<file path="config.mk">
export PLATFORM = sky130hd
export DESIGN_NAME = glycan_child_generator_flat
export DESIGN_NICKNAME = d
export VERILOG_FILES = /design/src/hw/rtl/gcg_pkg.sv /design/src/hw/rtl/gcg_in_if.sv /design/src/hw/rtl/gcg_out_if.sv /design/src/hw/rtl/glycan_child_generator.sv /design/src/hw/rtl/gcg_lane.sv /design/src/hw/rtl/gcg_emit.sv /design/src/flat_wrapper.sv
export SDC_FILE = /design/constraint.sdc
export NUM_CORES = 1
export LEC_CHECK = 0
export ABC_CLOCK_PERIOD_IN_PS = 5800
export BUFFER_PORTS_ARGS = -buffer_cell sky130_fd_sc_hd__clkbuf_2
export CAP_MARGIN = 40
export CORE_ASPECT_RATIO = 0.9
export CORE_MARGIN = 2
export CORE_UTILIZATION = 57
export DETAILED_ROUTE_END_ITERATION = 8
export GPL_TIMING_DRIVEN = 1
export PLACE_DENSITY = 0.91
export SLEW_MARGIN = 20
export SYNTH_ARGS = -nofsm -noshare
export SYNTH_HDL_FRONTEND = slang
export SYNTH_SLANG_ARGS = --single-unit
export TNS_END_PERCENT = 20
</file>
<file path="constraint.sdc">
create_clock -name clk -period 5.8 [get_ports clk]
set_clock_uncertainty 0.2 [all_clocks]
set_input_delay 1.16 -clock clk [delete_from_list [all_inputs] [get_ports clk]]
set_output_delay 1.16 -clock clk [all_outputs]
set_load 0.01 [all_outputs]
</file>
<file path="src/hw/rtl/gcg_pkg.sv">
// Shared types and constants for the glycan child generator.
package gcg_pkg;

  localparam int BRANCHES         = 4;
  localparam int BRANCH_COUNT_MAX = 15;
  localparam int MAX_RESULTS      = 4;
  // Branches that have a nibble in the packed 16-bit fields.
  localparam int FIELD_BRANCHES   = 4;
  localparam int FLD_LANES        = (BRANCHES < FIELD_BRANCHES) ? BRANCHES : FIELD_BRANCHES;
  // Candidate 0 is the core change; candidates 1..BRANCHES are the branch lanes.
  localparam int NCAND            = BRANCHES + 1;
  localparam int CNT_LIM          = (BRANCH_COUNT_MAX < 15) ? BRANCH_COUNT_MAX : 15;
  localparam int CNT_W            = (MAX_RESULTS > 1) ? $clog2(MAX_RESULTS) : 1;

  localparam logic [1:0] CORE_GLCNAC_FULL = 2'd2;
  localparam logic [1:0] CORE_MAN_FULL    = 2'd3;

  typedef enum logic [2:0] {
    OP_GLCNAC = 3'd0,
    OP_MAN    = 3'd1,
    OP_GAL    = 3'd2,
    OP_FUC    = 3'd3,
    OP_NEUAC  = 3'd4,
    OP_NEUGC  = 3'd5
  } op_t;

  typedef struct packed {
    logic [1:0]  cg;
    logic [1:0]  cm;
    logic        cf;
    logic        bs;
    logic [15:0] gn;
    logic [15:0] ga;
    logic [3:0]  fu;
    logic [3:0]  na;
    logic [3:0]  ng;
  } tab_t;

  typedef struct packed {
    logic [3:0] gn;
    logic [3:0] ga;
    logic       fu;
    logic       na;
    logic       ng;
  } lane_t;

endpackage

</file>
<file path="src/hw/rtl/gcg_in_if.sv">
// Input channel: one structure table plus the sugar to add.
interface gcg_in_if;
  logic        valid;
  logic        ready;
  logic [2:0]  op;
  logic [1:0]  core_glcnac;
  logic [1:0]  core_man;
  logic        core_fuc;
  logic        bisect;
  logic [15:0] branch_glcnac;
  logic [15:0] branch_gal;
  logic [3:0]  branch_fuc;
  logic [3:0]  branch_neuac;
  logic [3:0]  branch_neugc;

  modport source (output valid, op, core_glcnac, core_man, core_fuc, bisect, branch_glcnac,
                  branch_gal, branch_fuc, branch_neuac, branch_neugc, input ready);
  modport sink (input valid, op, core_glcnac, core_man, core_fuc, bisect, branch_glcnac,
                branch_gal, branch_fuc, branch_neuac, branch_neugc, output ready);
endinterface

</file>
<file path="src/hw/rtl/gcg_out_if.sv">
// Result channel: one child table per beat.
interface gcg_out_if;
  logic        valid;
  logic        ready;
  logic        has_child;
  logic        last;
  logic [1:0]  child_core_glcnac;
  logic [1:0]  child_core_man;
  logic        child_core_fuc;
  logic        child_bisect;
  logic [15:0] child_branch_glcnac;
  logic [15:0] child_branch_gal;
  logic [3:0]  child_branch_fuc;
  logic [3:0]  child_branch_neuac;
  logic [3:0]  child_branch_neugc;

  modport source (output valid, has_child, last, child_core_glcnac, child_core_man,
                  child_core_fuc, child_bisect, child_branch_glcnac, child_branch_gal,
                  child_branch_fuc, child_branch_neuac, child_branch_neugc, input ready);
  modport sink (input valid, has_child, last, child_core_glcnac, child_core_man,
                child_core_fuc, child_bisect, child_branch_glcnac, child_branch_gal,
                child_branch_fuc, child_branch_neuac, child_branch_neugc, output ready);
endinterface

</file>
<file path="src/hw/rtl/glycan_child_generator.sv">
// Glycan child generator top level: input register, branch lanes and merge stage.
// Each input beat is registered, its core rule and every branch lane are checked
// in parallel, and the merge stage then sends the children out in order, one per
// cycle unless the output stalls, through a single output register, flagging the
// final one with last. An item gives at most four children, a cap set by the
// MAX_RESULTS count; a structure with no child gives one beat with has_child low.
// A new item is taken while the previous one is still being emitted.
module glycan_child_generator (
  input  logic      clk,
  input  logic      rst_n,
  gcg_in_if.sink    in_ch,
  gcg_out_if.source out_ch
);

  logic                         a_v_r, a_v_nxt;
  gcg_pkg::op_t                 a_op_r;
  gcg_pkg::tab_t                a_tab_r;
  logic                         a_take;
  logic                         in_take;

  gcg_pkg::lane_t               lanes [gcg_pkg::BRANCHES];
  logic [gcg_pkg::BRANCHES-1:0] lane_cand;
  logic                         full_core;
  logic                         core_fuc_case;
  logic                         core_cand;
  logic                         branch_gate;
  logic [gcg_pkg::NCAND-1:0]    mask;

  assign in_ch.ready = !a_v_r || a_take;
  assign in_take     = in_ch.valid && in_ch.ready;
  assign a_v_nxt     = in_take ? 1'b1 : (a_take ? 1'b0 : a_v_r);

  always_ff @(posedge clk) begin
    if (!rst_n) begin
      a_v_r <= 1'b0;
    end else begin
      a_v_r <= a_v_nxt;
    end
  end

  always_ff @(posedge clk) begin
    if (in_take) begin
      a_op_r     <= gcg_pkg::op_t'(in_ch.op);
      a_tab_r.cg <= in_ch.core_glcnac;
      a_tab_r.cm <= in_ch.core_man;
      a_tab_r.cf <= in_ch.core_fuc;
      a_tab_r.bs <= in_ch.bisect;
      a_tab_r.gn <= in_ch.branch_glcnac;
      a_tab_r.ga <= in_ch.branch_gal;
      a_tab_r.fu <= in_ch.branch_fuc;
      a_tab_r.na <= in_ch.branch_neuac;
      a_tab_r.ng <= in_ch.branch_neugc;
    end
  end

  for (genvar i = 0; i < gcg_pkg::BRANCHES; i++) begin : g_lane
    if (i < gcg_pkg::FIELD_BRANCHES) begin : g_fld
      assign lanes[i].gn = a_tab_r.gn[i*4 +: 4];
      assign lanes[i].ga = a_tab_r.ga[i*4 +: 4];
      assign lanes[i].fu = a_tab_r.fu[i];
      assign lanes[i].na = a_tab_r.na[i];
      assign lanes[i].ng = a_tab_r.ng[i];
    end else begin : g_zero
      assign lanes[i] = '0;
    end

    gcg_lane u_lane (
      .op       (a_op_r),
      .has_prev ((i != 0) ? 1'b1 : 1'b0),
      .cur      (lanes[i]),
      .prv      (lanes[(i != 0) ? i - 1 : 0]),
      .cand     (lane_cand[i])
    );
  end

  assign full_core     = (a_tab_r.cg == gcg_pkg::CORE_GLCNAC_FULL) &&
                         (a_tab_r.cm == gcg_pkg::CORE_MAN_FULL);
  assign core_fuc_case = (a_tab_r.cg == 2'd1) && (a_tab_r.cm == 2'd0) && !a_tab_r.cf;

  always_comb begin
    case (a_op_r)
      gcg_pkg::OP_GLCNAC: begin
        core_cand   = (a_tab_r.cg < gcg_pkg::CORE_GLCNAC_FULL) ||
                      (full_core && !a_tab_r.bs && (lanes[0].gn == 4'd0));
        branch_gate = full_core;
      end
      gcg_pkg::OP_MAN: begin
        core_cand   = (a_tab_r.cg == gcg_pkg::CORE_GLCNAC_FULL) &&
                      (a_tab_r.cm < gcg_pkg::CORE_MAN_FULL);
        branch_gate = 1'b0;
      end
      gcg_pkg::OP_FUC: begin
        core_cand   = core_fuc_case;
        branch_gate = !core_fuc_case;
      end
      gcg_pkg::OP_GAL, gcg_pkg::OP_NEUAC, gcg_pkg::OP_NEUGC: begin
        core_cand   = 1'b0;
        branch_gate = 1'b1;
      end
      default: begin
        core_cand   = 1'b0;
        branch_gate = 1'b0;
      end
    endcase
  end

  assign mask = {lane_cand & {gcg_pkg::BRANCHES{branch_gate}}, core_cand};

  gcg_emit u_emit (
    .clk     (clk),
    .rst_n   (rst_n),
    .a_valid (a_v_r),
    .a_op    (a_op_r),
    .a_tab   (a_tab_r),
    .a_mask  (mask),
    .a_take  (a_take),
    .out_ch  (out_ch)
  );

endmodule

</file>
<file path="src/hw/rtl/gcg_lane.sv">
// One branch lane: decides whether this branch can take the sugar.
module gcg_lane (
  input  gcg_pkg::op_t  op,
  input  logic          has_prev,
  input  gcg_pkg::lane_t cur,
  input  gcg_pkg::lane_t prv,
  output logic          cand
);

  logic [4:0] ga_inc;
  logic       below_lim_gn;
  logic       below_lim_ga;

  assign ga_inc       = {1'b0, cur.ga} + 5'd1;
  assign below_lim_gn = cur.gn < 4'(gcg_pkg::CNT_LIM);
  assign below_lim_ga = cur.ga < 4'(gcg_pkg::CNT_LIM);

  // Branch order: a branch may only grow while it is below its left neighbor.
  always_comb begin
    case (op)
      gcg_pkg::OP_GLCNAC: begin
        cand = (!has_prev || (cur.gn < prv.gn)) && (cur.gn == cur.ga) &&
               !cur.fu && !cur.na && !cur.ng && below_lim_gn;
      end
      gcg_pkg::OP_GAL: begin
        cand = (!has_prev || (cur.ga < prv.ga)) && ({1'b0, cur.gn} == ga_inc) && below_lim_ga;
      end
      gcg_pkg::OP_FUC: begin
        cand = (!has_prev || (!cur.fu && prv.fu)) && !cur.fu && (cur.gn != 4'd0);
      end
      gcg_pkg::OP_NEUAC: begin
        cand = (!has_prev || (!cur.na && prv.na)) && (cur.gn != 4'd0) &&
               (cur.gn == cur.ga) && !cur.na && !cur.ng;
      end
      gcg_pkg::OP_NEUGC: begin
        cand = (!has_prev || (!cur.ng && prv.ng)) && (cur.gn != 4'd0) &&
               (cur.gn == cur.ga) && !cur.na && !cur.ng;
      end
      default: begin
        cand = 1'b0;
      end
    endcase
  end

endmodule

</file>
<file path="src/hw/rtl/gcg_emit.sv">
// Merge stage: holds one item's candidate mask and emits one child per beat.
module gcg_emit (
  input  logic                       clk,
  input  logic                       rst_n,
  input  logic                       a_valid,
  input  gcg_pkg::op_t               a_op,
  input  gcg_pkg::tab_t              a_tab,
  input  logic [gcg_pkg::NCAND-1:0]  a_mask,
  output logic                       a_take,
  gcg_out_if.source                  out_ch
);

  logic                      b_v_r, b_v_nxt;
  gcg_pkg::op_t              b_op_r;
  gcg_pkg::tab_t             b_tab_r;
  logic [gcg_pkg::NCAND-1:0] b_mask_r, b_mask_nxt;
  logic [gcg_pkg::CNT_W-1:0] b_cnt_r, b_cnt_nxt;

  logic                      o_v_r, o_v_nxt;
  logic                      o_has_r;
  logic                      o_last_r;
  gcg_pkg::tab_t             o_tab_r;

  logic                      slot_free;
  logic                      emit;
  logic                      last_beat;
  logic [gcg_pkg::NCAND-1:0] sel_oh;
  logic [gcg_pkg::NCAND-1:0] mask_rest;
  logic                      seen;
  gcg_pkg::tab_t             child;

  assign slot_free = !o_v_r || out_ch.ready;
  assign emit      = b_v_r && slot_free;

  // Lowest pending candidate goes out first.
  always_comb begin
    sel_oh = '0;
    seen   = 1'b0;
    for (int k = 0; k < gcg_pkg::NCAND; k++) begin
      if (b_mask_r[k] && !seen) begin
        sel_oh[k] = 1'b1;
        seen      = 1'b1;
      end
    end
  end

  assign mask_rest = b_mask_r & ~sel_oh;
  assign last_beat = (mask_rest == '0) || (b_cnt_r == gcg_pkg::CNT_W'(gcg_pkg::MAX_RESULTS - 1));
  assign a_take    = a_valid && (!b_v_r || (emit && last_beat));

  always_comb begin
    child = b_tab_r;
    if (sel_oh[0]) begin
      case (b_op_r)
        gcg_pkg::OP_GLCNAC: begin
          if (b_tab_r.cg < gcg_pkg::CORE_GLCNAC_FULL) begin
            child.cg = b_tab_r.cg + 2'd1;
          end else begin
            child.bs = 1'b1;
          end
        end
        gcg_pkg::OP_MAN: begin
          child.cm = b_tab_r.cm + 2'd1;
        end
        gcg_pkg::OP_FUC: begin
          child.cf = 1'b1;
        end
        default: begin
          child = b_tab_r;
        end
      endcase
    end
    // Growth on branches without a packed nibble is dropped.
    for (int k = 0; k < gcg_pkg::FLD_LANES; k++) begin
      if (sel_oh[k+1]) begin
        case (b_op_r)
          gcg_pkg::OP_GLCNAC: child.gn[k*4 +: 4] = b_tab_r.gn[k*4 +: 4] + 4'd1;
          gcg_pkg::OP_GAL:    child.ga[k*4 +: 4] = b_tab_r.ga[k*4 +: 4] + 4'd1;
          gcg_pkg::OP_FUC:    child.fu[k]        = 1'b1;
          gcg_pkg::OP_NEUAC:  child.na[k]        = 1'b1;
          gcg_pkg::OP_NEUGC:  child.ng[k]        = 1'b1;
          default:            child.fu[k]        = b_tab_r.fu[k];
        endcase
      end
    end
  end

  always_comb begin
    b_v_nxt    = b_v_r;
    b_mask_nxt = b_mask_r;
    b_cnt_nxt  = b_cnt_r;
    if (emit) begin
      b_mask_nxt = mask_rest;
      b_cnt_nxt  = b_cnt_r + gcg_pkg::CNT_W'(1);
      if (last_beat) begin
        b_v_nxt = 1'b0;
      end
    end
    if (a_take) begin
      b_v_nxt    = 1'b1;
      b_mask_nxt = a_mask;
      b_cnt_nxt  = '0;
    end
    o_v_nxt = emit ? 1'b1 : (out_ch.ready ? 1'b0 : o_v_r);
  end

  always_ff @(posedge clk) begin
    if (!rst_n) begin
      b_v_r <= 1'b0;
      o_v_r <= 1'b0;
    end else begin
      b_v_r <= b_v_nxt;
      o_v_r <= o_v_nxt;
    end
  end

  always_ff @(posedge clk) begin
    b_mask_r <= b_mask_nxt;
    b_cnt_r  <= b_cnt_nxt;
    if (a_take) begin
      b_op_r  <= a_op;
      b_tab_r <= a_tab;
    end
    if (emit) begin
      o_has_r  <= (b_mask_r != '0);
      o_last_r <= last_beat;
      o_tab_r  <= (b_mask_r != '0) ? child : '0;
    end
  end

  assign out_ch.valid               = o_v_r;
  assign out_ch.has_child           = o_has_r;
  assign out_ch.last                = o_last_r;
  assign out_ch.child_core_glcnac   = o_tab_r.cg;
  assign out_ch.child_core_man      = o_tab_r.cm;
  assign out_ch.child_core_fuc      = o_tab_r.cf;
  assign out_ch.child_bisect        = o_tab_r.bs;
  assign out_ch.child_branch_glcnac = o_tab_r.gn;
  assign out_ch.child_branch_gal    = o_tab_r.ga;
  assign out_ch.child_branch_fuc    = o_tab_r.fu;
  assign out_ch.child_branch_neuac  = o_tab_r.na;
  assign out_ch.child_branch_neugc  = o_tab_r.ng;

endmodule

</file>
<file path="src/flat_wrapper.sv">
// flat-port wrapper written by rule: the top's interface ports become plain ports
module glycan_child_generator_flat 
  (clk, rst_n, in_ch_valid, in_ch_op, in_ch_core_glcnac, in_ch_core_man, in_ch_core_fuc, in_ch_bisect, in_ch_branch_glcnac, in_ch_branch_gal, in_ch_branch_fuc, in_ch_branch_neuac, in_ch_branch_neugc, in_ch_ready, out_ch_valid, out_ch_has_child, out_ch_last, out_ch_child_core_glcnac, out_ch_child_core_man, out_ch_child_core_fuc, out_ch_child_bisect, out_ch_child_branch_glcnac, out_ch_child_branch_gal, out_ch_child_branch_fuc, out_ch_child_branch_neuac, out_ch_child_branch_neugc, out_ch_ready);
  gcg_in_if in_ch_i ();
  gcg_out_if out_ch_i ();
  input  logic clk;
  input  logic rst_n;
  input wire logic [$bits(in_ch_i.valid)-1:0] in_ch_valid;
  input wire logic [$bits(in_ch_i.op)-1:0] in_ch_op;
  input wire logic [$bits(in_ch_i.core_glcnac)-1:0] in_ch_core_glcnac;
  input wire logic [$bits(in_ch_i.core_man)-1:0] in_ch_core_man;
  input wire logic [$bits(in_ch_i.core_fuc)-1:0] in_ch_core_fuc;
  input wire logic [$bits(in_ch_i.bisect)-1:0] in_ch_bisect;
  input wire logic [$bits(in_ch_i.branch_glcnac)-1:0] in_ch_branch_glcnac;
  input wire logic [$bits(in_ch_i.branch_gal)-1:0] in_ch_branch_gal;
  input wire logic [$bits(in_ch_i.branch_fuc)-1:0] in_ch_branch_fuc;
  input wire logic [$bits(in_ch_i.branch_neuac)-1:0] in_ch_branch_neuac;
  input wire logic [$bits(in_ch_i.branch_neugc)-1:0] in_ch_branch_neugc;
  output wire logic [$bits(in_ch_i.ready)-1:0] in_ch_ready;
  output wire logic [$bits(out_ch_i.valid)-1:0] out_ch_valid;
  output wire logic [$bits(out_ch_i.has_child)-1:0] out_ch_has_child;
  output wire logic [$bits(out_ch_i.last)-1:0] out_ch_last;
  output wire logic [$bits(out_ch_i.child_core_glcnac)-1:0] out_ch_child_core_glcnac;
  output wire logic [$bits(out_ch_i.child_core_man)-1:0] out_ch_child_core_man;
  output wire logic [$bits(out_ch_i.child_core_fuc)-1:0] out_ch_child_core_fuc;
  output wire logic [$bits(out_ch_i.child_bisect)-1:0] out_ch_child_bisect;
  output wire logic [$bits(out_ch_i.child_branch_glcnac)-1:0] out_ch_child_branch_glcnac;
  output wire logic [$bits(out_ch_i.child_branch_gal)-1:0] out_ch_child_branch_gal;
  output wire logic [$bits(out_ch_i.child_branch_fuc)-1:0] out_ch_child_branch_fuc;
  output wire logic [$bits(out_ch_i.child_branch_neuac)-1:0] out_ch_child_branch_neuac;
  output wire logic [$bits(out_ch_i.child_branch_neugc)-1:0] out_ch_child_branch_neugc;
  input wire logic [$bits(out_ch_i.ready)-1:0] out_ch_ready;
  assign in_ch_i.valid = in_ch_valid;
  assign in_ch_i.op = in_ch_op;
  assign in_ch_i.core_glcnac = in_ch_core_glcnac;
  assign in_ch_i.core_man = in_ch_core_man;
  assign in_ch_i.core_fuc = in_ch_core_fuc;
  assign in_ch_i.bisect = in_ch_bisect;
  assign in_ch_i.branch_glcnac = in_ch_branch_glcnac;
  assign in_ch_i.branch_gal = in_ch_branch_gal;
  assign in_ch_i.branch_fuc = in_ch_branch_fuc;
  assign in_ch_i.branch_neuac = in_ch_branch_neuac;
  assign in_ch_i.branch_neugc = in_ch_branch_neugc;
  assign in_ch_ready = in_ch_i.ready;
  assign out_ch_valid = out_ch_i.valid;
  assign out_ch_has_child = out_ch_i.has_child;
  assign out_ch_last = out_ch_i.last;
  assign out_ch_child_core_glcnac = out_ch_i.child_core_glcnac;
  assign out_ch_child_core_man = out_ch_i.child_core_man;
  assign out_ch_child_core_fuc = out_ch_i.child_core_fuc;
  assign out_ch_child_bisect = out_ch_i.child_bisect;
  assign out_ch_child_branch_glcnac = out_ch_i.child_branch_glcnac;
  assign out_ch_child_branch_gal = out_ch_i.child_branch_gal;
  assign out_ch_child_branch_fuc = out_ch_i.child_branch_fuc;
  assign out_ch_child_branch_neuac = out_ch_i.child_branch_neuac;
  assign out_ch_child_branch_neugc = out_ch_i.child_branch_neugc;
  assign out_ch_i.ready = out_ch_ready;
  glycan_child_generator u_core (.clk(clk), .rst_n(rst_n), .in_ch(in_ch_i), .out_ch(out_ch_i));
endmodule
</file>
==> results of run 1 <==
flip-flops by register name (all words and copies together) (netlist names), 2 cells and up:
register and count:
u_core.a_tab_r 50, u_core.u_emit.b_tab_r 50, u_core.u_emit.out_ch.child_branch_gal 16, u_core.u_emit.out_ch.child_branch_glcnac 16, u_core.u_emit.b_mask_r 5, u_core.u_emit.out_ch.child_branch_fuc 4
u_core.u_emit.out_ch.child_branch_neuac 4, u_core.u_emit.out_ch.child_branch_neugc 4, u_core.a_op_r 3, u_core.u_emit.b_op_r 3, u_core.u_emit.b_cnt_r 2, u_core.u_emit.out_ch.child_core_glcnac 2
u_core.u_emit.out_ch.child_core_man 2
cell families (layout without fill, tap and decap cells):
group                      after synthesis  in the layout  synth area share (%)
and+or+nand+nor                        178            178                  12.7
muxes                                    6              6                 0.791
buffers and inverters                   43            175                  2.49
xor gates and xnor gates                52             52                  6.00
adders and majority gates               32             32                  5.27
DFF                                    168            168                  65.8
AOI/OAI and AO/OA                       81             81                  7.02
layer usage:
layer	wire [um]	track usage, %
met5	0	0
met4	180	6.44
met3	1280	6.29
met2	7260	35.6
met1	6600	31.4
through the flow:
stage          util (%)  setup WS (ns)  total power [mW]
4_1_cts            69.3           2.19              2.84
6_report           69.3           2.18              2.82
2_1_floorplan         -           1.09              1.67
3_5_place_dp       64.9           2.47              1.78
5_1_grt            69.3           2.09              2.93
3_3_place_gp       64.7           2.52              1.75
final cells by class:
class,count,area [um^2]
fillers,842,3940
flip-flops and latches,168,4990
multi-input cells,349,2430
repair buffers,114,593
well taps,164,205
inverters,29,109
clock inverters,15,140
clock buffers,17,425
layout by cell type, fill, tap and decap left out, drive strengths merged, types with 3 or more instances in the layout:
| cell | n |
|---|---|
| nand3b | 3 |
| dfxtp | 5 |
| nor3 | 7 |
| nand4b | 3 |
| nand2b | 9 |
| buf | 4 |
| a21oi | 30 |
| and3 | 3 |
| nor4b | 5 |
| inv | 35 |
| nand2 | 27 |
| nand4 | 12 |
| ha | 32 |
| clkbuf | 127 |
| xnor2 | 24 |
| clkinvlp | 3 |
| a211oi | 3 |
| nor2 | 64 |
| edfxtp | 163 |
| clkinv | 5 |
| nand3 | 12 |
| nor3b | 4 |
| o31ai | 5 |
| nor4 | 9 |
| xor2 | 28 |
| or3 | 7 |
| mux2i | 6 |
| a2111oi | 6 |
| and4 | 3 |
| a21boi | 3 |
| o21ai | 24 |
final timing paths:
check                                            endpoint  slack [ns]  cells past startpoint
worst max-delay path                          in_ch_ready        2.18                      5
worst min-delay path            u_core.u_emit.b_tab_r[44]        0.25                      0
worst max register to register  u_core.u_emit.b_mask_r[3]        2.71                      7
worst min register to register  u_core.u_emit.b_tab_r[44]        0.25                      0
where the power goes:
part           switching (mW)  internal (mW)  total, mW
logic                   0.142          0.104      0.246
registers              0.0798           1.43       1.51
clock network           0.469          0.598       1.07
==> results.txt, run 1 <==
Routed WL per cell - 17.9 um
status - completed
DP HPWL - 11,200 um
Post-CTS Hold Buffers - 0
period utilization - 62.4%
synth top area cells - edfxtp_1 64%, ha_1 5.3%, xor2_1 3.2%
delay-heaviest family, CP - flip-flops
Initial Util - 59.2%
net count after synthesis - 649
Worst-Skew Late Latency - 0.43 ns
sequential share of the synthesized area - 65.8%
R2R Path Start - u_core.u_emit.b_mask_r[1]
FFs w/ async S/R, synth - 0%
initial antenna violation count - 0
Lkg Pwr - 3.36 nW
CP startpoint kind - flip-flop
critical-path maximum fanout - 13
Setup Buffers After CTS - 0
min-delay src - u_core.a_tab_r[44]
fmax - 0.277 GHz
H-tree level count - 4
number of port buffers - 110
headroom to the max-slew limit - 51.3%
Setup crit end kind - primary output
top-area cell type share of the netlist area - 64.4%
Non-Filler Instances - 856
area of the mapped netlist - 7600 um^2
Hold Fails Final Rpt - 0
unrepaired setup endpoints after global routing - false
Synth Instances - 560
endpoints failing setup - 0
Ant. Diodes - 0
most common cell in the netlist - edfxtp_1
GPL Wtd Cong - 0.926
Nets - 768
cts repair resizes - 0
Tot GR Track Use - 22.6%
dpl cells - 824
Final Max Slew Viols - 0
die area - 14,300 um^2
row cnt - 39
area leader, netlist - edfxtp_1
Max-Cap Viols - 0
Core ar. - 12,800 um^2
Die Width - 126 um
synthesized area per cell - 13.6 um^2
die height - 114 um
CP cell instances - a2111oi_2 > or4_4 > a21oi_2 > nand2_1 > clkbuf_2
Tmin final - 3.62 ns
WP data required - 4.44 ns
WP data arrival - 2.26 ns
largest net degree at the start of global routing - 62
Worst path max stage delay - 0.66 ns
1st-iter DRT viols - 453
top_reg_cell synth - edfxtp_1
worst hold-check path type - flip-flop to flip-flop
number of synthesized flops with an enable pin - 163
DRT antenna net count - 0
WP buf/inv - 1
synthesis-to-finish area growth - 17.1%
CTS tree - done
global-route wire length before repair - 24,700 um
layout cell share with drive strength beyond 1 - 23.8%
clock sinks - 168
CTS root buffer - clkbuf_16
DP Area - 8330 um^2
routed wire length - 15,300 um
Post-synth top cells - 163 x edfxtp_1, 63 x nor2_1, 32 x ha_1
residual DRC count - 0
#FFs+latches synth - 168
Total Neg Setup Slack - 0 ns
Longest Clk Path Bufs - 2
PwrDens - 317 nW/um^2
slowest CP cell - edfxtp_1
WHS - 0.252 ns
num ports - 111
vias in the first global route - 4,758
clk slew on worst S/H paths - 0.07 ns
Yosys warnings - 0
Vias - 4,929
total congestion overflow - 0
via density per instance - 5.76
Distinct cells, synth - 59
CTS Buf Count - 17
fin area - 8890 um^2
VDD IR max - 356 uV
critical path type - flip-flop to primary output
Slew @ Worst Pin - 0.730 ns
critical path startpoint - u_core.u_emit.b_mask_r[0]
TritonRoute pass-1 iters - 5
Power figures use the tool's default switching activity.
==> run 2, diff against run 1 <==
--- a/config.mk
+++ b/config.mk
@@ -5,7 +5,7 @@
 export SDC_FILE = /design/constraint.sdc
 export NUM_CORES = 1
 export LEC_CHECK = 0
-export ABC_CLOCK_PERIOD_IN_PS = 5800
+export ABC_CLOCK_PERIOD_IN_PS = 3550
 export BUFFER_PORTS_ARGS = -buffer_cell sky130_fd_sc_hd__clkbuf_2
 export CAP_MARGIN = 40
 export CORE_ASPECT_RATIO = 0.9
==> constraint.sdc (replaced) <==
create_clock -name clk -period 3.55 [get_ports clk]
set_clock_uncertainty 0.2 [all_clocks]
set_input_delay 0.71 -clock clk [delete_from_list [all_inputs] [get_ports clk]]
set_output_delay 0.71 -clock clk [all_outputs]
set_load 0.01 [all_outputs]
==> results.txt, run 2 (synthesis gave the netlist of run 1 again) <==
Worst-Skew Late Latency - 0.43 ns (about the same)
Post-CTS Hold Buffers - 0 (unchanged)
routed wire length - 15,600 um (+1.5%)
Tmin final - 3.26 ns
CP cell instances - a2111oi_2 > or4_4 > a21oi_2 > nand2_1 > clkbuf_2
DRT antenna net count - 0 (unchanged)
Hold Fails Final Rpt - 0 (unchanged)
row cnt - 39 (unchanged)
total congestion overflow - 0 (unchanged)
# fillers - 877 (+4.2%)
critical-path maximum fanout - 13 (unchanged)
H-tree level count - 4 (unchanged)
Worst path max stage delay - 0.68 ns (+0.02 ns)
GPL Wtd Cong - 0.879 (-5.1%)
DP HPWL - 11,300 um (+0.94%)
Setup crit end kind - primary output
worst hold-check path type - input port to flip-flop
endpoints failing setup - 0 (unchanged)
Initial Util - 59.2% (unchanged)
initial antenna violation count - 0 (unchanged)
via density per instance - 5.85 (+1.6%)
critical path type - flip-flop to primary output
unrepaired setup endpoints after global routing - false
Nets - 769 (+0.13%)
Die Width - 126 um (unchanged)
die area - 14,300 um^2 (unchanged)
Routed WL per cell - 18.1 um (+1.4%)
Tot GR Track Use - 22.9% (+0.28 points)
Core ar. - 12,800 um^2 (unchanged)
synthesis-to-finish area growth - 17.4%
R2R Setup Slk - 0.72 ns (-1.99 ns)
global-route wire length before repair - 25,300 um (+2.6%)
PwrDens - 526 nW/um^2 (+66%)
largest net degree at the start of global routing - 54 (-13%)
WP data arrival - 2.35 ns (+0.09 ns)
Lkg Pwr - 3.37 nW (+0.47%)
vias in the first global route - 4,926 (+3.5%)
Slew @ Worst Pin - 0.648 ns (-0.0825 ns)
Final Max Slew Viols - 0 (unchanged)
clock sinks - 168 (unchanged)
1st-iter DRT viols - 555 (+23%)
headroom to the max-slew limit - 56.8% (+5.5 points)
layout cell share with drive strength beyond 1 - 23.5% (-0.32 points)
Max-Cap Viols - 0 (unchanged)
most frequent cells in the layout - 163 x edfxtp_1, 110 x clkbuf_2, 63 x nor2_1
largest registers - u_core.a_tab_r: 50 flops, u_core.u_emit.b_tab_r: 50 flops
cts repair resizes - 0 (unchanged)
CP startpoint kind - flip-flop
CTS root buffer - clkbuf_16
Longest Clk Path Bufs - 2 (unchanged)
fmax - 0.306 GHz
Ant. Diodes - 0 (unchanged)
Vias - 5,016 (+1.8%)
WP data required - 2.64 ns (-1.80 ns)
number of port buffers - 110 (unchanged)
residual DRC count - 0 (unchanged)
Total Neg Setup Slack - 0 ns (unchanged)
Setup Buffers After CTS - 0 (unchanged)
status - completed
CTS Buf Count - 17 (unchanged)
WHS Path Cells - 1 (+1)
fin util - 69.5% (+0.21 points)
slowest CP cell - edfxtp_1
commonest non-fill, non-tap cell in the layout - edfxtp_1
clk slew on worst S/H paths - 0.07 ns (about the same)
period utilization - 92.0%
reg2reg path depth - 5 (-2)
VDD IR max - 371 uV (+4.2%)
die height - 114 um (unchanged)
num ports - 111 (unchanged)
TritonRoute pass-1 iters - 5 (unchanged)
CTS tree - done
[run 2: where the power goes]
group,internal (mW),switching [mW]
clock,1.10,0.719
combinational,0.171,0.234
sequential,2.34,0.132
[run 2: cell type report]
class,instances,area [um^2],share of cell area (%)
Multi-Input combinational cell,349,2430,27.2
Sequential cell,168,4990,56.0
Tap cell,164,205,2.30
Inverter,29,109,1.22
Clock buffer,19,433,4.85
Timing Repair Buffer,115,601,6.73
Clock inverter,13,153,1.71
[run 2: worst max-delay path, delay by kind of cell, from the launching register on]
kind | cells | cell delay (ns)
simple gates | 2 | 0.70
flops | 1 | 0.68
compound gates | 2 | 0.39
buf+inv | 1 | 0.14
[run 2: path summary, 6_finish.rpt]
kind | from | end
hold / removal | in_ch_branch_gal[5] | u_core.a_tab_r[17]
hold reg to reg | u_core.a_tab_r[44] | u_core.u_emit.b_tab_r[44]
setup reg to reg | u_core.u_emit.b_mask_r[1] | u_core.a_tab_r[26]
setup / recovery | u_core.u_emit.b_mask_r[0] | in_ch_ready
[run 2: routing by layer]
| metal | vias up | wire length (um) | track usage (%) | share of wire (%) |
|---|---|---|---|---|
| met3 | 32 | 1550 | 5.49 | 10 |
| li1 | 2325 | - | - | - |
| met2 | 288 | 7270 | 35.1 | 47 |
| met4 | 0 | 350 | 9.04 | 2.3 |
| met1 | 2371 | 6380 | 32.2 | 41 |
| met5 | - | 0 | 0 | 0 |
[run 2: metrics by stage]
| stage | std cells | power (mW) | worst slack (ns) | cell area [um^2] | hold slack [ns] |
|---|---|---|---|---|---|
| 2_1_floorplan | 560 | 2.73 | 0.235 | 7600 | 0.217 |
| 3_3_place_gp | 825 | 2.87 | 0.928 | 8340 | 0.243 |
| 3_5_place_dp | 825 | 2.90 | 0.809 | 8340 | 0.248 |
| 4_1_cts | 857 | 4.71 | 0.285 | 8920 | 0.243 |
| 5_1_grt | 857 | 4.87 | 0.203 | 8920 | 0.241 |
| 6_report | 857 | 4.69 | 0.285 | 8920 | 0.254 |
==> run 3, diff against run 2 <==
--- a/config.mk
+++ b/config.mk
@@ -5,15 +5,15 @@
 export SDC_FILE = /design/constraint.sdc
 export NUM_CORES = 1
 export LEC_CHECK = 0
-export ABC_CLOCK_PERIOD_IN_PS = 3550
+export ABC_CLOCK_PERIOD_IN_PS = 3800
 export BUFFER_PORTS_ARGS = -buffer_cell sky130_fd_sc_hd__clkbuf_2
 export CAP_MARGIN = 40
 export CORE_ASPECT_RATIO = 0.9
 export CORE_MARGIN = 2
-export CORE_UTILIZATION = 57
+export CORE_UTILIZATION = 62
 export DETAILED_ROUTE_END_ITERATION = 8
-export GPL_TIMING_DRIVEN = 1
-export PLACE_DENSITY = 0.91
+export GPL_TIMING_DRIVEN = 0
+export PLACE_DENSITY = 0.95
 export SLEW_MARGIN = 20
 export SYNTH_ARGS = -nofsm -noshare
 export SYNTH_HDL_FRONTEND = slang
==> constraint.sdc (replaced) <==
create_clock -name clk -period 3.8 [get_ports clk]
set_clock_uncertainty 0.2 [all_clocks]
set_input_delay 0.76 -clock clk [delete_from_list [all_inputs] [get_ports clk]]
set_output_delay 0.76 -clock clk [all_outputs]
set_load 0.01 [all_outputs]
==> results.txt, run 3 (synthesis gave the netlist of run 1 again) <==
status - completed
clk slew on worst S/H paths - 0.06 ns (about the same)
WP data required - 2.84 ns (+0.20 ns)
H-tree level count - 4 (unchanged)
headroom to the max-slew limit - 46.4% (-10 points)
die height - 109 um (-4.0%)
combinational share of power - 9.2% (+0.6 points)
Nets - 783 (+1.8%)
Worst-Skew Late Latency - 0.43 ns (about the same)
num ports - 111 (unchanged)
Die Width - 121 um (-4.0%)
Post-CTS Hold Buffers - 0 (unchanged)
WP data arrival - 2.23 ns (-0.12 ns)
Max-Cap Viols - 0 (unchanged)
via density per instance - 5.90 (+0.84%)
CP startpoint kind - flip-flop
PwrDens - 498 nW/um^2 (-5.4%)
clock share of power - 40.3% (+1.6 points)
cts repair resizes - 0 (unchanged)
DP HPWL - 11,500 um (+2.1%)
die area - 13,200 um^2 (-7.8%)
Ant. Diodes - 0 (unchanged)
largest net degree at the start of global routing - 43 (-20%)
dpl cells - 835 (+1.2%)
GPL Wtd Cong - 0.901 (+2.4%)
CTS Buf Count - 17 (unchanged)
worst hold-check path type - flip-flop to flip-flop
critical-path maximum fanout - 10 (-3)
endpoints failing setup - 0 (unchanged)
Longest Clk Path Bufs - 2 (unchanged)
synthesis-to-finish area growth - 20.1%
Routed WL per cell - 18.3 um (+0.76%)
area of the multi-input gates - 2420 um^2 (-0.10%)
VDD IR max - 334 uV (-9.9%)
Hold Fails Final Rpt - 0 (unchanged)
routed wire length - 15,900 um (+1.9%)
Flop pwr share - 50.5% (-2.1 points)
Total Neg Setup Slack - 0 ns (unchanged)
FF/Latch Area - 4990 um^2 (unchanged)
TritonRoute pass-1 iters - 5 (unchanged)
CTS root buffer - clkbuf_16
largest registers - u_core.a_tab_r: 50 flops, u_core.u_emit.b_tab_r: 50 flops
commonest non-fill, non-tap cell in the layout - edfxtp_1
1st-iter DRT viols - 606 (+9.2%)
Core ar. - 12,000 um^2 (-6.6%)
initial antenna violation count - 0 (unchanged)
number of port buffers - 110 (unchanged)
sw frac - 22.5% (-0.64 points)
P_int - 3.52 mW (-2.4%)
period utilization - 84.0%
Tot GR Track Use - 25.9% (+3.0 points)
residual DRC count - 0 (unchanged)
Lkg Pwr - 3.48 nW (+3.3%)
DRT antenna net count - 0 (unchanged)
most frequent cells in the layout - 163 x edfxtp_1, 110 x clkbuf_2, 63 x nor2_1
critical path type - flip-flop to primary output
Slew @ Worst Pin - 0.783 ns (+0.135 ns)
layout cell share with drive strength beyond 1 - 24.6% (+1.1 points)
Initial Util - 63.4% (+4.2 points)
unrepaired setup endpoints after global routing - false
Setup Buffers After CTS - 0 (unchanged)
# fillers - 689 (-21%)
total congestion overflow - 0 (unchanged)
Switching Power - 1.02 mW (-5.9%)
CTS tree - done
vias in the first global route - 4,937 (+0.22%)
Vias - 5,117 (+2.0%)
global-route wire length before repair - 25,400 um (+0.25%)
fmax - 0.313 GHz
Final Max Slew Viols - 0 (unchanged)
Tmin final - 3.19 ns
Setup crit end kind - primary output
Non-Filler Instances - 867 (+1.2%)
clock sinks - 168 (unchanged)
row cnt - 38 (-2.6%)
-- run 3: cell types whose count changed in the layout (fill, tap and decap cells not counted), moves of 2 or more --
| cell | before | now |
|---|---|---|
| bufinv_16 | 3 | 5 |
| buf_2 | 0 | 7 |
| buf_16 | 0 | 4 |
| clkbuf_1 | 2 | 5 |
| buf_6 | 0 | 2 |
| buf_4 | 4 | 1 |
-- run 3: per-layer routing --
| metal | up-vias | wire length, um | global-route usage (%) |
|---|---|---|---|
| li1 | 2358 | - | - |
| met1 | 2406 | 6370 | 34.3 |
| met2 | 304 | 7680 | 41.3 |
| met3 | 49 | 1360 | 6.12 |
| met4 | 0 | 442 | 11.6 |
| met5 | - | 0 | 0 |
-- run 3: cell type report --
class,instances,area share [%]
Tap cell,160,2.19
Multi-Input combinational cell,349,26.6
Clock inverter,14,2.25
Timing Repair Buffer,115,7.46
Clock buffer,18,4.70
Inverter,29,1.19
Buffer,14,0.878
Sequential cell,168,54.8
-- run 3: power by group through the flow --
stage               Clock [mW]  Sequential (mW)  Combinational (mW)
finish                    1.83             2.29               0.418
detailed placement           0             2.33               0.409
CTS                       1.84             2.29               0.418
floorplan                    0             2.31               0.245
global route              1.92             2.30               0.461
global placement             0             2.32               0.356
-- run 3: path summary, 6_finish.rpt --
kind | start | endpoint | slack [ns] | cells after the start
worst max-delay path | u_core.u_emit.b_mask_r[0] | in_ch_ready | 0.61 | 6
worst min-delay path | u_core.a_tab_r[44] | u_core.u_emit.b_tab_r[44] | 0.25 | 0
worst max register to register | u_core.u_emit.b_mask_r[2] | u_core.u_emit.b_mask_r[4] | 0.98 | 6
worst min register to register | u_core.a_tab_r[44] | u_core.u_emit.b_tab_r[44] | 0.25 | 0
-- run 3: per-stage QoR --
stage / cell area (um^2) / hold slack (ns) / worst slack (ns) / total power [mW] / utilization, %
finish: 9120 / 0.247 / 0.608 / 4.54 / 76.1
global route: 9120 / 0.274 / 0.529 / 4.68 / 76.1
CTS: 9120 / 0.247 / 0.619 / 4.55 / 76.1
detailed placement: 8490 / 0.233 / 1.03 / 2.74 / 70.8
global placement: 8350 / 0.230 / 0.0964 / 2.68 / 69.7
floorplan: 7600 / 0.217 / 0.485 / 2.55 / -
-- run 3: worst max-delay path, cell delays in order, from the launching register on --
cell,delay [ns]
edfxtp_1,0.44
buf_4,0.22
a2111oi_2,0.07
or4_4,0.55
a21oi_2,0.26
nand2_1,0.12
clkbuf_2,0.15
